`config.mk`:
```
export PLATFORM = sky130hd
export DESIGN_NAME = rho_discrete_log_walk
export DESIGN_NICKNAME = d
export VERILOG_FILES = /design/src/sv/rdlw_pkg.sv /design/src/sv/rdlw_modmul.sv /design/src/sv/rho_discrete_log_walk.sv
export SDC_FILE = /design/constraint.sdc
export NUM_CORES = 2
export LEC_CHECK = 0
export ABC_AREA = 1
export BUFFER_PORTS_ARGS = -buffer_cell sky130_fd_sc_hd__clkbuf_2
export CAP_MARGIN = 20
export CORE_ASPECT_RATIO = 0.5
export CORE_MARGIN = 1
export CORE_UTILIZATION = 43
export CTS_BUF_LIST = sky130_fd_sc_hd__clkbuf_4 sky130_fd_sc_hd__clkbuf_8 sky130_fd_sc_hd__clkbuf_16
export CTS_CLUSTER_DIAMETER = 80
export DETAILED_ROUTE_END_ITERATION = 16
export HOLD_SLACK_MARGIN = 0.06
export PLACE_DENSITY = 0.63
export RECOVER_POWER = 50
export SETUP_SLACK_MARGIN = 0.5
export SLEW_MARGIN = 20
export SYNTH_ARGS = -nofsm -noshare
export SYNTH_HDL_FRONTEND = slang
export SYNTH_SLANG_ARGS = --single-unit
```
`constraint.sdc`:
```
create_clock -name clk -period 15.2 [get_ports clk]
set_input_delay 0.76 -clock clk [delete_from_list [all_inputs] [get_ports clk]]
set_output_delay 0.76 -clock clk [all_outputs]
set_load 0.02 [all_outputs]
```
`src/sv/rdlw_pkg.sv`:
```
// ----------------------------------------------------------------------------
// rdlw_pkg
// Types and constants of the Pollard rho discrete log walk.
// ----------------------------------------------------------------------------
`default_nettype none

package rdlw_pkg;

  localparam int DATA_W       = 32;
  localparam int STEP_W       = 16;
  localparam int CFG_AW       = 4;
  localparam int MOD_BITS_DEF = 32;
  localparam int MOD_MIN      = 3;

  localparam logic [DATA_W-1:0] MODULUS_RST    = 32'd43573;
  localparam logic [DATA_W-1:0] GENERATOR_RST  = 32'd127;
  localparam logic [DATA_W-1:0] TARGET_RST     = 32'd1984;
  localparam logic [STEP_W-1:0] STEP_LIMIT_RST = 16'd100;

  // element residue mod 3 selects the walk move
  localparam logic [1:0] RES_SQUARE = 2'd0;
  localparam logic [1:0] RES_GEN    = 2'd1;
  localparam logic [1:0] RES_TGT    = 2'd2;

  // walk steps within one tick
  localparam logic [1:0] STEP_TORT = 2'd0;
  localparam logic [1:0] STEP_LAST = 2'd2;

  typedef enum logic [1:0] {
    REG_MODULUS,
    REG_GENERATOR,
    REG_TARGET,
    REG_STEP_LIMIT
  } rdlw_reg_t;

  typedef enum logic [3:0] {
    ST_IDLE,
    ST_LOAD,
    ST_RX,
    ST_WX,
    ST_RA,
    ST_WA,
    ST_RB,
    ST_WB,
    ST_M3,
    ST_RC,
    ST_WC,
    ST_MUL,
    ST_WM,
    ST_STORE,
    ST_DONE
  } rdlw_state_t;

endpackage

`default_nettype wire

```
`src/sv/rdlw_modmul.sv`:
```
// ----------------------------------------------------------------------------
// rdlw_modmul
// Bit-serial modular multiplier: a * b mod m, one bit of b per cycle, MSB
// first. Requires a < m and m >= 2; b may hold any value.
// ----------------------------------------------------------------------------
`default_nettype none

module rdlw_modmul import rdlw_pkg::*; #(
  parameter int W  = MOD_BITS_DEF,
  parameter int XW = DATA_W
) (
  input  wire logic          clk,
  input  wire logic          rst_n,
  input  wire logic          start,
  input  wire logic [W-1:0]  a,
  input  wire logic [XW-1:0] b,
  input  wire logic [W-1:0]  m,
  output logic               done,
  output logic [W-1:0]       result
);

  localparam int CW = $clog2(XW + 1);

  logic          busy_r, busy_nxt;
  logic          done_r, done_nxt;
  logic [W-1:0]  acc_r, acc_nxt;
  logic [W-1:0]  a_r, a_nxt;
  logic [W-1:0]  m_r, m_nxt;
  logic [XW-1:0] b_sr_r, b_sr_nxt;
  logic [CW-1:0] cnt_r, cnt_nxt;
  logic [W-1:0]  acc_dbl;
  logic [W-1:0]  acc_step;

  function automatic logic [W-1:0] add_mod(input logic [W-1:0] x, input logic [W-1:0] y,
                                           input logic [W-1:0] md);
    logic [W:0] room;
    logic [W:0] sum;
    room = {1'b0, md} - {1'b0, y};
    sum  = {1'b0, x} + {1'b0, y};
    if ({1'b0, x} >= room) begin
      add_mod = W'({1'b0, x} - room);
    end else begin
      add_mod = W'(sum);
    end
  endfunction

  always_comb begin
    acc_dbl  = add_mod(acc_r, acc_r, m_r);
    acc_step = b_sr_r[XW-1] ? add_mod(acc_dbl, a_r, m_r) : acc_dbl;

    busy_nxt = busy_r;
    done_nxt = busy_r && (cnt_r == CW'(1));
    acc_nxt  = acc_r;
    a_nxt    = a_r;
    m_nxt    = m_r;
    b_sr_nxt = b_sr_r;
    cnt_nxt  = cnt_r;
    if (start) begin
      busy_nxt = 1'b1;
      acc_nxt  = '0;
      a_nxt    = a;
      m_nxt    = m;
      b_sr_nxt = b;
      cnt_nxt  = CW'(XW);
    end else if (busy_r) begin
      acc_nxt  = acc_step;
      b_sr_nxt = b_sr_r << 1;
      cnt_nxt  = cnt_r - CW'(1);
      if (cnt_r == CW'(1)) begin
        busy_nxt = 1'b0;
      end
    end
  end

  always_ff @(posedge clk) begin
    if (!rst_n) begin
      busy_r <= 1'b0;
      done_r <= 1'b0;
    end else begin
      busy_r <= busy_nxt;
      done_r <= done_nxt;
    end
  end

  always_ff @(posedge clk) begin
    acc_r  <= acc_nxt;
    a_r    <= a_nxt;
    m_r    <= m_nxt;
    b_sr_r <= b_sr_nxt;
    cnt_r  <= cnt_nxt;
  end

  assign done   = done_r;
  assign result = acc_r;

endmodule

`default_nettype wire

```
`src/sv/rho_discrete_log_walk.sv`:
```
// ----------------------------------------------------------------------------
// rho_discrete_log_walk
// Pollard rho walk for the discrete logarithm mod a prime: per item the
// tortoise takes one walk step and the hare two per walking item, on a shared serial unit.
// ----------------------------------------------------------------------------
// restart, frozen or limit items pass from ST_IDLE to ST_DONE and into the out regs
// walking items run the walk states for each of three steps, their time set
//   by the bit-serial multiplier and the mod 3 digit pass
// each operand found at or above its modulus adds one reduction pass on the multiplier
// one item at a time; the next is taken while the result waits in out regs
// rst_n (sync) restores register defaults and the walk start state
`default_nettype none

module rho_discrete_log_walk import rdlw_pkg::*; #(
  parameter int MOD_BITS = MOD_BITS_DEF
) (
  input  wire logic              clk,
  input  wire logic              rst_n,
  input  wire logic              in_valid,
  output logic                   in_stall,
  input  wire logic              in_restart,
  output logic                   out_valid,
  input  wire logic              out_stall,
  output logic [DATA_W-1:0]      out_tortoise_value,
  output logic [DATA_W-1:0]      out_tortoise_gen_exp,
  output logic [DATA_W-1:0]      out_tortoise_tgt_exp,
  output logic [DATA_W-1:0]      out_hare_value,
  output logic [DATA_W-1:0]      out_hare_gen_exp,
  output logic [DATA_W-1:0]      out_hare_tgt_exp,
  output logic [STEP_W-1:0]      out_step_index,
  output logic                   out_collision,
  output logic                   out_limit_hit,
  input  wire logic              psel,
  input  wire logic              penable,
  input  wire logic              pwrite,
  input  wire logic [CFG_AW-1:0] paddr,
  input  wire logic [DATA_W-1:0] pwdata,
  output logic [DATA_W-1:0]      prdata,
  output logic                   pready
);

  localparam int W    = MOD_BITS;
  localparam int XW   = (MOD_BITS > DATA_W) ? MOD_BITS : DATA_W;
  localparam int NDIG = (MOD_BITS + 3) / 4;
  localparam int M3W  = 4 * NDIG;
  localparam int M3CW = $clog2(NDIG + 1);

  // configuration
  logic [DATA_W-1:0] modulus_r, generator_r, target_r;
  logic [STEP_W-1:0] step_limit_r;
  rdlw_reg_t         reg_sel;
  logic              cfg_we;

  // walk state
  rdlw_state_t       state_r, state_nxt;
  logic [W-1:0]      tort_elem_r, tort_elem_nxt, tort_ea_r, tort_ea_nxt, tort_eb_r, tort_eb_nxt;
  logic [W-1:0]      hare_elem_r, hare_elem_nxt, hare_ea_r, hare_ea_nxt, hare_eb_r, hare_eb_nxt;
  logic [STEP_W-1:0] tick_r, tick_nxt;
  logic              stopped_r, stopped_nxt;
  logic [1:0]        step_cnt_r, step_cnt_nxt;

  // working registers
  logic [W-1:0]      e_r, e_nxt, ea_r, ea_nxt, eb_r, eb_nxt, c_r, c_nxt;
  logic [1:0]        res_r, res_nxt;
  logic [M3W-1:0]    m3_sr_r, m3_sr_nxt;
  logic [M3CW-1:0]   m3_cnt_r, m3_cnt_nxt;

  // result registers
  logic              out_valid_r, out_valid_nxt;
  logic [W-1:0]      o_tv_r, o_tv_nxt, o_ta_r, o_ta_nxt, o_tb_r, o_tb_nxt;
  logic [W-1:0]      o_hv_r, o_hv_nxt, o_ha_r, o_ha_nxt, o_hb_r, o_hb_nxt;
  logic [STEP_W-1:0] o_step_r, o_step_nxt;
  logic              o_coll_r, o_coll_nxt, o_lim_r, o_lim_nxt;

  // moduli
  logic [XW-1:0]     mod_x;
  logic [W-1:0]      p_raw, p_eff, n_eff;
  logic [XW-1:0]     c_sel;
  logic              coll_now;

  // shared multiplier
  logic              mm_start, mm_done;
  logic [W-1:0]      mm_a, mm_m, mm_result;
  logic [XW-1:0]     mm_b;

  function automatic logic [W-1:0] add_mod(input logic [W-1:0] x, input logic [W-1:0] y,
                                           input logic [W-1:0] md);
    logic [W:0] room;
    logic [W:0] sum;
    room = {1'b0, md} - {1'b0, y};
    sum  = {1'b0, x} + {1'b0, y};
    if ({1'b0, x} >= room) begin
      add_mod = W'({1'b0, x} - room);
    end else begin
      add_mod = W'(sum);
    end
  endfunction

  function automatic logic [W-1:0] inc_mod(input logic [W-1:0] x, input logic [W-1:0] md);
    logic [W-1:0] s;
    s = x + W'(1);
    inc_mod = (s == md) ? '0 : s;
  endfunction

  // 16 is 1 mod 3, so hex digits just add up
  function automatic logic [1:0] mod3_fold(input logic [1:0] t, input logic [3:0] d);
    logic [4:0] v;
    v = 5'(t) + 5'(d);
    if (v >= 5'd12) v = v - 5'd12;
    if (v >= 5'd6)  v = v - 5'd6;
    if (v >= 5'd3)  v = v - 5'd3;
    mod3_fold = v[1:0];
  endfunction

  rdlw_modmul #(
    .W  (W),
    .XW (XW)
  ) u_modmul (
    .clk    (clk),
    .rst_n  (rst_n),
    .start  (mm_start),
    .a      (mm_a),
    .b      (mm_b),
    .m      (mm_m),
    .done   (mm_done),
    .result (mm_result)
  );

  // configuration port
  assign reg_sel = rdlw_reg_t'(paddr[CFG_AW-1:2]);
  assign cfg_we  = psel && penable && pwrite;
  assign pready  = 1'b1;

  always_ff @(posedge clk) begin
    if (!rst_n) begin
      modulus_r    <= MODULUS_RST;
      generator_r  <= GENERATOR_RST;
      target_r     <= TARGET_RST;
      step_limit_r <= STEP_LIMIT_RST;
    end else if (cfg_we) begin
      unique case (reg_sel)
        REG_MODULUS:    modulus_r    <= pwdata;
        REG_GENERATOR:  generator_r  <= pwdata;
        REG_TARGET:     target_r     <= pwdata;
        REG_STEP_LIMIT: step_limit_r <= pwdata[STEP_W-1:0];
      endcase
    end
  end

  always_comb begin
    unique case (reg_sel)
      REG_MODULUS:    prdata = modulus_r;
      REG_GENERATOR:  prdata = generator_r;
      REG_TARGET:     prdata = target_r;
      REG_STEP_LIMIT: prdata = DATA_W'(step_limit_r);
    endcase
  end

  // effective moduli, small modulus clamped to 3
  always_comb begin
    mod_x = XW'(modulus_r);
    p_raw = mod_x[W-1:0];
    p_eff = (p_raw < W'(MOD_MIN)) ? W'(MOD_MIN) : p_raw;
    n_eff = p_eff - W'(1);
  end

  always_comb begin
    case (res_r)
      RES_SQUARE: c_sel = XW'(e_r);
      RES_GEN:    c_sel = XW'(generator_r);
      RES_TGT:    c_sel = XW'(target_r);
      default:    c_sel = XW'(e_r);
    endcase
  end

  assign coll_now = (tick_r != '0) && (tort_elem_r == hare_elem_r);
  assign in_stall = (state_r != ST_IDLE);

  always_comb begin
    state_nxt     = state_r;
    tort_elem_nxt = tort_elem_r;
    tort_ea_nxt   = tort_ea_r;
    tort_eb_nxt   = tort_eb_r;
    hare_elem_nxt = hare_elem_r;
    hare_ea_nxt   = hare_ea_r;
    hare_eb_nxt   = hare_eb_r;
    tick_nxt      = tick_r;
    stopped_nxt   = stopped_r;
    step_cnt_nxt  = step_cnt_r;
    e_nxt         = e_r;
    ea_nxt        = ea_r;
    eb_nxt        = eb_r;
    c_nxt         = c_r;
    res_nxt       = res_r;
    m3_sr_nxt     = m3_sr_r;
    m3_cnt_nxt    = m3_cnt_r;
    out_valid_nxt = out_valid_r && out_stall;
    o_tv_nxt      = o_tv_r;
    o_ta_nxt      = o_ta_r;
    o_tb_nxt      = o_tb_r;
    o_hv_nxt      = o_hv_r;
    o_ha_nxt      = o_ha_r;
    o_hb_nxt      = o_hb_r;
    o_step_nxt    = o_step_r;
    o_coll_nxt    = o_coll_r;
    o_lim_nxt     = o_lim_r;
    mm_start      = 1'b0;
    mm_a          = W'(1);
    mm_b          = XW'(e_r);
    mm_m          = p_eff;

    unique case (state_r)
      ST_IDLE: begin
        if (in_valid) begin
          step_cnt_nxt = STEP_TORT;
          if (in_restart) begin
            tort_elem_nxt = W'(1);
            tort_ea_nxt   = '0;
            tort_eb_nxt   = '0;
            hare_elem_nxt = W'(1);
            hare_ea_nxt   = '0;
            hare_eb_nxt   = '0;
            tick_nxt      = '0;
            stopped_nxt   = 1'b0;
            state_nxt     = ST_DONE;
          end else if (stopped_r) begin
            state_nxt = ST_DONE;
          end else if (tick_r >= step_limit_r) begin
            stopped_nxt = 1'b1;
            state_nxt   = ST_DONE;
          end else begin
            state_nxt = ST_LOAD;
          end
        end
      end
      ST_LOAD: begin
        if (step_cnt_r == STEP_TORT) begin
          e_nxt  = tort_elem_r;
          ea_nxt = tort_ea_r;
          eb_nxt = tort_eb_r;
        end else begin
          e_nxt  = hare_elem_r;
          ea_nxt = hare_ea_r;
          eb_nxt = hare_eb_r;
        end
        state_nxt = ST_RX;
      end
      ST_RX: begin
        if (e_r >= p_eff) begin
          mm_start  = 1'b1;
          state_nxt = ST_WX;
        end else begin
          state_nxt = ST_RA;
        end
      end
      ST_WX: begin
        if (mm_done) begin
          e_nxt     = mm_result;
          state_nxt = ST_RA;
        end
      end
      ST_RA: begin
        m3_sr_nxt  = M3W'(e_r);
        m3_cnt_nxt = M3CW'(NDIG);
        res_nxt    = RES_SQUARE;
        if (ea_r >= n_eff) begin
          mm_start  = 1'b1;
          mm_b      = XW'(ea_r);
          mm_m      = n_eff;
          state_nxt = ST_WA;
        end else begin
          state_nxt = ST_RB;
        end
      end
      ST_WA: begin
        if (mm_done) begin
          ea_nxt    = mm_result;
          state_nxt = ST_RB;
        end
      end
      ST_RB: begin
        if (eb_r >= n_eff) begin
          mm_start  = 1'b1;
          mm_b      = XW'(eb_r);
          mm_m      = n_eff;
          state_nxt = ST_WB;
        end else begin
          state_nxt = ST_M3;
        end
      end
      ST_WB: begin
        if (mm_done) begin
          eb_nxt    = mm_result;
          state_nxt = ST_M3;
        end
      end
      ST_M3: begin
        res_nxt    = mod3_fold(res_r, m3_sr_r[3:0]);
        m3_sr_nxt  = m3_sr_r >> 4;
        m3_cnt_nxt = m3_cnt_r - M3CW'(1);
        if (m3_cnt_r == M3CW'(1)) begin
          state_nxt = ST_RC;
        end
      end
      ST_RC: begin
        if (c_sel >= XW'(p_eff)) begin
          mm_start  = 1'b1;
          mm_b      = c_sel;
          state_nxt = ST_WC;
        end else begin
          c_nxt     = c_sel[W-1:0];
          state_nxt = ST_MUL;
        end
      end
      ST_WC: begin
        if (mm_done) begin
          c_nxt     = mm_result;
          state_nxt = ST_MUL;
        end
      end
      ST_MUL: begin
        mm_start = 1'b1;
        mm_a     = e_r;
        mm_b     = XW'(c_r);
        case (res_r)
          RES_TGT: eb_nxt = inc_mod(eb_r, n_eff);
          RES_GEN: ea_nxt = inc_mod(ea_r, n_eff);
          RES_SQUARE: begin
            ea_nxt = add_mod(ea_r, ea_r, n_eff);
            eb_nxt = add_mod(eb_r, eb_r, n_eff);
          end
          default: ;
        endcase
        state_nxt = ST_WM;
      end
      ST_WM: begin
        if (mm_done) begin
          e_nxt     = mm_result;
          state_nxt = ST_STORE;
        end
      end
      ST_STORE: begin
        if (step_cnt_r == STEP_TORT) begin
          tort_elem_nxt = e_r;
          tort_ea_nxt   = ea_r;
          tort_eb_nxt   = eb_r;
        end else begin
          hare_elem_nxt = e_r;
          hare_ea_nxt   = ea_r;
          hare_eb_nxt   = eb_r;
        end
        if (step_cnt_r == STEP_LAST) begin
          tick_nxt = tick_r + STEP_W'(1);
          if ((tort_elem_r == e_r) || (tick_nxt >= step_limit_r)) begin
            stopped_nxt = 1'b1;
          end
          state_nxt = ST_DONE;
        end else begin
          step_cnt_nxt = step_cnt_r + 2'd1;
          state_nxt    = ST_LOAD;
        end
      end
      ST_DONE: begin
        if (!out_valid_r || !out_stall) begin
          out_valid_nxt = 1'b1;
          o_tv_nxt      = tort_elem_r;
          o_ta_nxt      = tort_ea_r;
          o_tb_nxt      = tort_eb_r;
          o_hv_nxt      = hare_elem_r;
          o_ha_nxt      = hare_ea_r;
          o_hb_nxt      = hare_eb_r;
          o_step_nxt    = tick_r;
          o_coll_nxt    = coll_now;
          o_lim_nxt     = stopped_r && !coll_now;
          state_nxt     = ST_IDLE;
        end
      end
      default: state_nxt = ST_IDLE;
    endcase
  end

  always_ff @(posedge clk) begin
    if (!rst_n) begin
      state_r     <= ST_IDLE;
      out_valid_r <= 1'b0;
      step_cnt_r  <= STEP_TORT;
      tort_elem_r <= W'(1);
      tort_ea_r   <= '0;
      tort_eb_r   <= '0;
      hare_elem_r <= W'(1);
      hare_ea_r   <= '0;
      hare_eb_r   <= '0;
      tick_r      <= '0;
      stopped_r   <= 1'b0;
    end else begin
      state_r     <= state_nxt;
      out_valid_r <= out_valid_nxt;
      step_cnt_r  <= step_cnt_nxt;
      tort_elem_r <= tort_elem_nxt;
      tort_ea_r   <= tort_ea_nxt;
      tort_eb_r   <= tort_eb_nxt;
      hare_elem_r <= hare_elem_nxt;
      hare_ea_r   <= hare_ea_nxt;
      hare_eb_r   <= hare_eb_nxt;
      tick_r      <= tick_nxt;
      stopped_r   <= stopped_nxt;
    end
  end

  always_ff @(posedge clk) begin
    e_r      <= e_nxt;
    ea_r     <= ea_nxt;
    eb_r     <= eb_nxt;
    c_r      <= c_nxt;
    res_r    <= res_nxt;
    m3_sr_r  <= m3_sr_nxt;
    m3_cnt_r <= m3_cnt_nxt;
    o_tv_r   <= o_tv_nxt;
    o_ta_r   <= o_ta_nxt;
    o_tb_r   <= o_tb_nxt;
    o_hv_r   <= o_hv_nxt;
    o_ha_r   <= o_ha_nxt;
    o_hb_r   <= o_hb_nxt;
    o_step_r <= o_step_nxt;
    o_coll_r <= o_coll_nxt;
    o_lim_r  <= o_lim_nxt;
  end

  assign out_valid            = out_valid_r;
  assign out_tortoise_value   = DATA_W'(o_tv_r);
  assign out_tortoise_gen_exp = DATA_W'(o_ta_r);
  assign out_tortoise_tgt_exp = DATA_W'(o_tb_r);
  assign out_hare_value       = DATA_W'(o_hv_r);
  assign out_hare_gen_exp     = DATA_W'(o_ha_r);
  assign out_hare_tgt_exp     = DATA_W'(o_hb_r);
  assign out_step_index       = o_step_r;
  assign out_collision        = o_coll_r;
  assign out_limit_hit        = o_lim_r;

endmodule

`default_nettype wire

```
# [After elaboration in Yosys (flattened, before gate mapping)]
# Index checks and enable logic that the tools add are counted.
# W data, S select, Z words.
[word_totals] out_inout_bits=245 wordCells=254 inputBits=44 register_bits=840
[classes] n_reduce_logical=40 order_cmp=14 n_addsub=23 n_eq_ne=44 n_mux=95
[ops] operator="$mux W32" n=30
[ops] operator="$pmux W32 S2" n=13
[ops] operator="$pmux W32 S4" n=2
[ops] operator="$pmux W32 S3" n=2
[ops] operator="$ge A32 B33 Y1" n=4
[ops] operator="$sub A32 B32 Y33" n=4
[ops] operator="$add A32 B32 Y32" n=4
[ops] operator="$eq A32 B32 Y1" n=4
[ops] operator="$ge A32 B32 Y1" n=4
[ops] operator="$sub A32 B32 Y32" n=4
[ops] operator="$add A32 B1 Y32 const B" n=2
[ops] operator="$pmux W4 S15" n=1
[ops] operator="$mux W4" n=13
[ops] operator="$mux W16" n=3
[ops] operator="$ge A16 B16 Y1" n=2
[ops] operator="$lt A32 B2 Y1 const B" n=1
[ops] operator="$pmux W16 S2" n=1
[ops] operator="$sub A32 B1 Y32 const B" n=1
[ops] operator="$eq A4 B4 Y1 const B" n=7
[ops] operator="$mux W5" n=4
[ops] operator="$ne A2 B2 Y1 const B" n=10
[ops] operator="$add A16 B1 Y16 const B" n=1
[ops] operator="$eq A4 B3 Y1 const B" n=4
[ops] operator="$mux W1" n=16
[ops] operator="other kinds (37)" n=79

# [Longest topological paths before layout]
[depth] word_depth=10 depth_mapped=76

# [Hierarchy]
# Synthesis repeated with hierarchy kept, for this count alone.
[unflattened] cells_unflattened=8622 hier_area_um2=62429.9
[modules_own_cells] mod="rho_discrete_log_walk" n_inst=1 area_per_inst_um2=47932.2 cells_each=6644
[modules_own_cells] mod="rdlw_modmul" n_inst=1 area_per_inst_um2=14497.7 cells_each=1978

# [Least setup slack after synthesis]
# OpenSTA, ideal clock, no wires.
[synth_path] kind="flip-flop to flip-flop" startpoint="register state_r[3]" endpoint="register o_coll_r (netlist: out_collision), enable pin" arrival_ns=10.748 path_slack_ns=3.602 path_buffers=0 required_time_ns=14.349 stages_incl_launch_ff=5 cell_sequence="dfxtp_1 nand2_1 inv_1 nand3_1 a21oi_1"
[synth_via] elab_chain_cells=2
[synth_lines] element="start: declaration" line="rho_discrete_log_walk.sv:55" source="rdlw_state_t state_r, state_nxt;"
[synth_lines] element="start signal: assignment" line="rho_discrete_log_walk.sv:396" source="state_r <= state_nxt;"
[synth_lines] element="$eq A4 B4 Y1" line="rho_discrete_log_walk.sv:212" source="unique case (state_r)"
[synth_lines] element="$reduce_and A2 Y1 (no line)"
[synth_lines] element="end signal: assignment" line="rho_discrete_log_walk.sv:425" source="o_coll_r <= o_coll_nxt;"
[synth_lines] element="end: declaration" line="rho_discrete_log_walk.sv:73" source="logic o_coll_r, o_coll_nxt, o_lim_r, o_lim_nxt;"
# Every way passes these cells.
# A chain may end at the register's enable or synchronous reset.

# [Final worst setup path]
[layout_path] startpoint="register u_modmul.acc_r[5] (netlist: u_modmul.result[5])" endpoint="register u_modmul.acc_r[29] (netlist: u_modmul.result[29])"
[layout_via] elab_chain_cells=6 elab_cells_between_ends=10 classes_between="add/sub: 5; order compare: 2; mux: 3"
[layout_lines] element="start: declaration" line="rdlw_modmul.sv:26" source="logic [W-1:0] acc_r, acc_nxt;"
[layout_lines] element="start signal: assignment" line="rdlw_modmul.sv:86" source="acc_r <= acc_nxt;"
[layout_lines] element="$sub A32 B32 Y33" line="rdlw_modmul.sv:38" source="room = {1'b0, md} - {1'b0, y};"
[layout_lines] element="$sub A32 B32 Y32 or $ge A32 B33 Y1 (tied branches)" line="rdlw_modmul.sv:41, rdlw_modmul.sv:40"
[layout_lines] element="$mux W32 *" line="rdlw_modmul.sv:40" source="if ({1'b0, x} >= room) begin"
[layout_lines] element="$add A32 B32 Y32 (tied with other cells)" line="rdlw_modmul.sv:39" source="sum = {1'b0, x} + {1'b0, y};"
[layout_lines] element="$mux W32" line="rdlw_modmul.sv:40"
[layout_lines] element="$mux W32 *" line="rdlw_modmul.sv:49" source="acc_step = b_sr_r[XW-1] ? add_mod(acc_dbl, a_r, m_r) : acc_dbl;"
# Every way passes the cells marked *; elsewhere a longest branch is shown, timed or not.

==> report_table.html <==
<table>
<tr><th>Metric</th><th>Value</th></tr>
<tr><th colspan="2">Run status</th></tr>
<tr><td>Result of the run</td><td>finished with violations</td></tr>
<tr><td>Violations in the final reports</td><td>capacitance limit, slew limit</td></tr>
<tr><th colspan="2">Synth</th></tr>
<tr><td>Share of async-settable or async-resettable flops after synthesis</td><td>0%</td></tr>
<tr><td>Synthesized netlist net count</td><td>9079</td></tr>
<tr><td>Avg Inst Size Synth</td><td>7.27 sq um</td></tr>
<tr><td>Mapped cell area</td><td>62000 sq um</td></tr>
<tr><td>Post-synth top area cell</td><td>sky130_fd_sc_hd__edfxtp_1</td></tr>
<tr><td>Area share of the leading cell type in the synthesized netlist</td><td>22.9%</td></tr>
<tr><td>Top area cells in the synthesized netlist</td><td>sky130_fd_sc_hd__edfxtp_1, sky130_fd_sc_hd__dfxtp_1, sky130_fd_sc_hd__nand2_1</td></tr>
<tr><td>Warnings, synthesis</td><td>0</td></tr>
<tr><td>Count of cell types in the netlist</td><td>69</td></tr>
<tr><td>Mapped Cells</td><td>8528</td></tr>
<tr><td>Predominant post-synthesis flop cell</td><td>sky130_fd_sc_hd__edfxtp_1</td></tr>
<tr><td>Part of the Yosys area used for sequential elements</td><td>34.7%</td></tr>
<tr><td>Count of flip-flops with a built-in enable after synthesis</td><td>472</td></tr>
<tr><td>Synthesized flop and latch total</td><td>840</td></tr>
<tr><th colspan="2">Setup path</th></tr>
<tr><td>CP Max Fanout</td><td>50</td></tr>
<tr><td>Startpoint of the most critical setup path</td><td>u_modmul.result[5]</td></tr>
<tr><td>Slowest cell on the critical path</td><td>sky130_fd_sc_hd__dfxtp_1</td></tr>
<tr><td>Stage delay of the slowest cell on the critical path</td><td>780 ps</td></tr>
<tr><td>Worst endpoint required time</td><td>15780 ps</td></tr>
<tr><td>R2r startpoint</td><td>u_modmul.result[5]</td></tr>
<tr><td>Worst path most repeated cell</td><td>sky130_fd_sc_hd__nand2_1</td></tr>
<tr><td>Endpoint kind of the worst setup timing path</td><td>register</td></tr>
<tr><td>Launching element type of the critical path</td><td>register</td></tr>
<tr><td>Worst Path Class, Setup</td><td>register to register</td></tr>
<tr><td>Arrival time of the worst setup path</td><td>13350 ps</td></tr>
<tr><th colspan="2">Timing</th></tr>
<tr><td>Worst clock skew</td><td>56.0 ps</td></tr>
<tr><td>Tcrit/Tclk final</td><td>84.0%</td></tr>
<tr><td>Clock period minus final worst setup slack</td><td>12770 ps</td></tr>
<tr><td>Peak clock frequency supported by timing</td><td>78.3 MHz</td></tr>
<tr><td>Worst slew pin tran</td><td>4910 ps</td></tr>
<tr><td>Setup ws final</td><td>2430 ps</td></tr>
<tr><td>Number of hold-slack violations in the final timing report</td><td>0</td></tr>
<tr><td>Final TNS setup</td><td>0 ps</td></tr>
<tr><td>Relative max-transition margin</td><td>-227%</td></tr>
<tr><td>Count of final setup violators</td><td>0</td></tr>
<tr><td>Number of pins with negative max-slew slack in the final report</td><td>682</td></tr>
<tr><td>RSZ-0062 raised after global routing</td><td>no</td></tr>
<tr><th colspan="2">Cells and area</th></tr>
<tr><td>Most frequent cells in the layout</td><td>sky130_fd_sc_hd__nand2_1, sky130_fd_sc_hd__nor2_1, sky130_fd_sc_hd__inv_1, sky130_fd_sc_hd__o21ai_0, sky130_fd_sc_hd__a21oi_1</td></tr>
<tr><td>Synth-to-Final Area Change</td><td>9.96%</td></tr>
<tr><td>Sequential standard cell area</td><td>21500 sq um</td></tr>
<tr><td>Number of standard cells in the layout, taps in and fillers out</td><td>10700</td></tr>
<tr><td>Final Net Count</td><td>9236</td></tr>
<tr><td>Layout filler cell count</td><td>14700</td></tr>
<tr><td>Share of layout cells above drive strength 1</td><td>5.33%</td></tr>
<tr><td>Most common library cell in the layout ignoring fill and taps</td><td>sky130_fd_sc_hd__nand2_1</td></tr>
<tr><td>Area taken by multi-input logic gates</td><td>35900 sq um</td></tr>
<tr><th colspan="2">Clocking</th></tr>
<tr><td>Root buffer cell</td><td>sky130_fd_sc_hd__clkbuf_16</td></tr>
<tr><td>Total clock sinks</td><td>840</td></tr>
<tr><td>Clock buffer count from CTS</td><td>86</td></tr>
<tr><td>Maximum clock insertion buffer count</td><td>3</td></tr>
<tr><td>Number of resized instances in the post-cts repair step</td><td>0</td></tr>
<tr><td>Number of hold buffers added after cts</td><td>0</td></tr>
<tr><td>Clock input transition at the sequential cells of the worst setup and hold paths</td><td>70 ps</td></tr>
<tr><td>TritonCTS clock tree</td><td>yes</td></tr>
<tr><td>Number of setup buffers added after CTS</td><td>0</td></tr>
<tr><td>Clock Latency Late Sink</td><td>730 ps</td></tr>
<tr><td>Total number of H-tree levels</td><td>3</td></tr>
<tr><th colspan="2">Route</th></tr>
<tr><td>Routed via count divided by cell count</td><td>5.87</td></tr>
<tr><td>Routed via count</td><td>62600</td></tr>
<tr><td>Drt first-iter violations</td><td>8761</td></tr>
<tr><td>Final wirelength</td><td>271000 um</td></tr>
<tr><td>Average wire length per cell after detail routing</td><td>25.4 um</td></tr>
<tr><td>Number of detailed-routing iterations run before antenna repair</td><td>7</td></tr>
<tr><td>Post-route ant nets</td><td>0</td></tr>
<tr><td>Total DRC errors in the routed layout</td><td>0</td></tr>
<tr><th colspan="2">Global routing</th></tr>
<tr><td>Remaining global-route overflow</td><td>0</td></tr>
<tr><td>Largest net degree at the start of global routing</td><td>107</td></tr>
<tr><td>All-layer global routing usage</td><td>35.9%</td></tr>
<tr><td>Vias in the first global route</td><td>56000</td></tr>
<tr><td>Antenna violations before repair</td><td>24</td></tr>
<tr><td>Global-route wire length before repair</td><td>385000 um</td></tr>
<tr><th colspan="2">Place</th></tr>
<tr><td>Post-DP HPWL</td><td>213000 um</td></tr>
<tr><td>Global placer's final weighted congestion</td><td>1.05</td></tr>
<tr><td>Number of placed cells counting well taps</td><td>10500</td></tr>
<tr><td>IO buf count</td><td>285</td></tr>
<tr><td>Dpl ws</td><td>2690 ps</td></tr>
<tr><th colspan="2">Floorplan</th></tr>
<tr><td>Effective utilization at floorplan</td><td>43.4%</td></tr>
<tr><td>Die span in x</td><td>539 um</td></tr>
<tr><td>Floorplan row count</td><td>98</td></tr>
<tr><td>Die area</td><td>146000 sq um</td></tr>
<tr><td>Std-Cell Core Area</td><td>143000 sq um</td></tr>
<tr><td>Boundary Pins</td><td>289</td></tr>
<tr><td>Overall die height</td><td>271 um</td></tr>
<tr><th colspan="2">Job</th></tr>
<tr><td>Max-capacitance violation count</td><td>11</td></tr>
<tr><th colspan="2">Power</th></tr>
<tr><td>Total power divided by cell area</td><td>278 nW/um^2</td></tr>
<tr><td>Max VDD drop</td><td>0.213 mV</td></tr>
<tr><td>Total power after layout</td><td>18900 uW</td></tr>
<tr><td>Leakage power figure</td><td>0.0297 uW</td></tr>
<tr><th colspan="2">Hold path</th></tr>
<tr><td>Kind of path behind the tightest hold check</td><td>primary input to register</td></tr>
<tr><td>Hold path start</td><td>pwdata[22]</td></tr>
</table>
-- final timing paths --
kind	to	slack, ps	cells past startpoint
max reg2reg	u_modmul.result[29]	2430	65
max	u_modmul.result[29]	2430	65
min	target_r[22]	320	3
min reg2reg	out_tortoise_tgt_exp[1]	430	0
-- stage by stage --
step,hold slack [ps],cell area (sq um),utilization [%]
2_1_floorplan,408,62000,-
3_3_place_gp,414,65500,45.8
3_5_place_dp,416,65500,45.8
4_1_cts,298,68500,47.9
5_1_grt,345,68200,47.7
6_report,325,68200,47.7
-- cell families (layout without fill, tap and decap cells) --
| logic type | count (synthesis) | count (layout) | share of synthesized area (%) |
|---|---|---|---|
| AND/OR/NAND/NOR | 3711 | 3711 | 25.0 |
| multiplexers | 14 | 14 | 0.254 |
| AO/OA/AOI/OAI | 1773 | 1773 | 15.8 |
| other | 1 | 11 | 0.00605 |
| XOR/XNOR | 444 | 444 | 6.30 |
| adder cells (fa/ha/maj) | 507 | 507 | 10.3 |
| flip-flops | 840 | 840 | 34.7 |
| buffers and inverters | 1238 | 1469 | 7.62 |
-- where the power goes --
part	switching (uW)	internal, uW
registers	754	3120
clock network	1050	1260
logic	8640	4100
-- cell type report --
cell class,count,share of cell area [%]
inverters,918,5.06
multi-input cells,6450,52.6
clock inverters,44,0.752
well taps,1900,3.49
flip-flops and latches,840,31.6
clock buffers,118,3.65
repair buffers,389,2.80
diodes,10,0.0367
-- worst max-delay path: cells and delay by family, from the launching register on --
family,cells,cell delay (ps)
flip-flops,1,780
adder cells (fa/ha/maj),5,1930
AND/OR/NAND/NOR,34,3680
XOR/XNOR,1,290
AO/OA/AOI/OAI,19,4560
buffers and inverters,6,1380
-- per-layer routing --
metal	share of wire (%)	global-route usage, %	wire length, um	vias to the layer above
met5	0.11	0.682	285	-
met4	3.3	10.3	9020	12
met3	13	11.0	35600	485
met2	40	50.5	107000	3417
met1	44	52.2	119000	29600
li1	-	-	-	29100
-- cell usage after synthesis (4+ instances only) --
master and n:
sky130_fd_sc_hd__nand2_1 1924, sky130_fd_sc_hd__nor2_1 968, sky130_fd_sc_hd__inv_1 877, sky130_fd_sc_hd__o21ai_0 768, sky130_fd_sc_hd__a21oi_1 608, sky130_fd_sc_hd__ha_1 498
sky130_fd_sc_hd__edfxtp_1 472, sky130_fd_sc_hd__nand3_1 421, sky130_fd_sc_hd__dfxtp_1 368, sky130_fd_sc_hd__xor2_1 296, sky130_fd_sc_hd__clkbuf_1 256, sky130_fd_sc_hd__nand4_1 160
sky130_fd_sc_hd__o211ai_1 152, sky130_fd_sc_hd__xnor2_1 146, sky130_fd_sc_hd__nor3_1 93, sky130_fd_sc_hd__a31oi_1 61, sky130_fd_sc_hd__nor4_1 49, sky130_fd_sc_hd__buf_2 38
sky130_fd_sc_hd__a21o_1 34, sky130_fd_sc_hd__inv_2 28, sky130_fd_sc_hd__a211oi_1 26, sky130_fd_sc_hd__or2_2 25, sky130_fd_sc_hd__o21ai_1 22, sky130_fd_sc_hd__o21bai_1 22
sky130_fd_sc_hd__o21a_1 20, sky130_fd_sc_hd__buf_1 18, sky130_fd_sc_hd__mux2_2 14, sky130_fd_sc_hd__nor2_2 14, sky130_fd_sc_hd__a21boi_0 13, sky130_fd_sc_hd__clkinv_1 13
sky130_fd_sc_hd__nand3b_1 12, sky130_fd_sc_hd__fa_1 9, sky130_fd_sc_hd__nand2_2 9, sky130_fd_sc_hd__o221ai_1 9, sky130_fd_sc_hd__nor3_2 8, sky130_fd_sc_hd__o31ai_1 7
sky130_fd_sc_hd__a221oi_1 6, sky130_fd_sc_hd__buf_4 6, sky130_fd_sc_hd__a2111oi_0 5, sky130_fd_sc_hd__nand3_2 4, sky130_fd_sc_hd__o2111ai_1 4, sky130_fd_sc_hd__o22ai_1 4
Power figures use the tool's default switching activity.
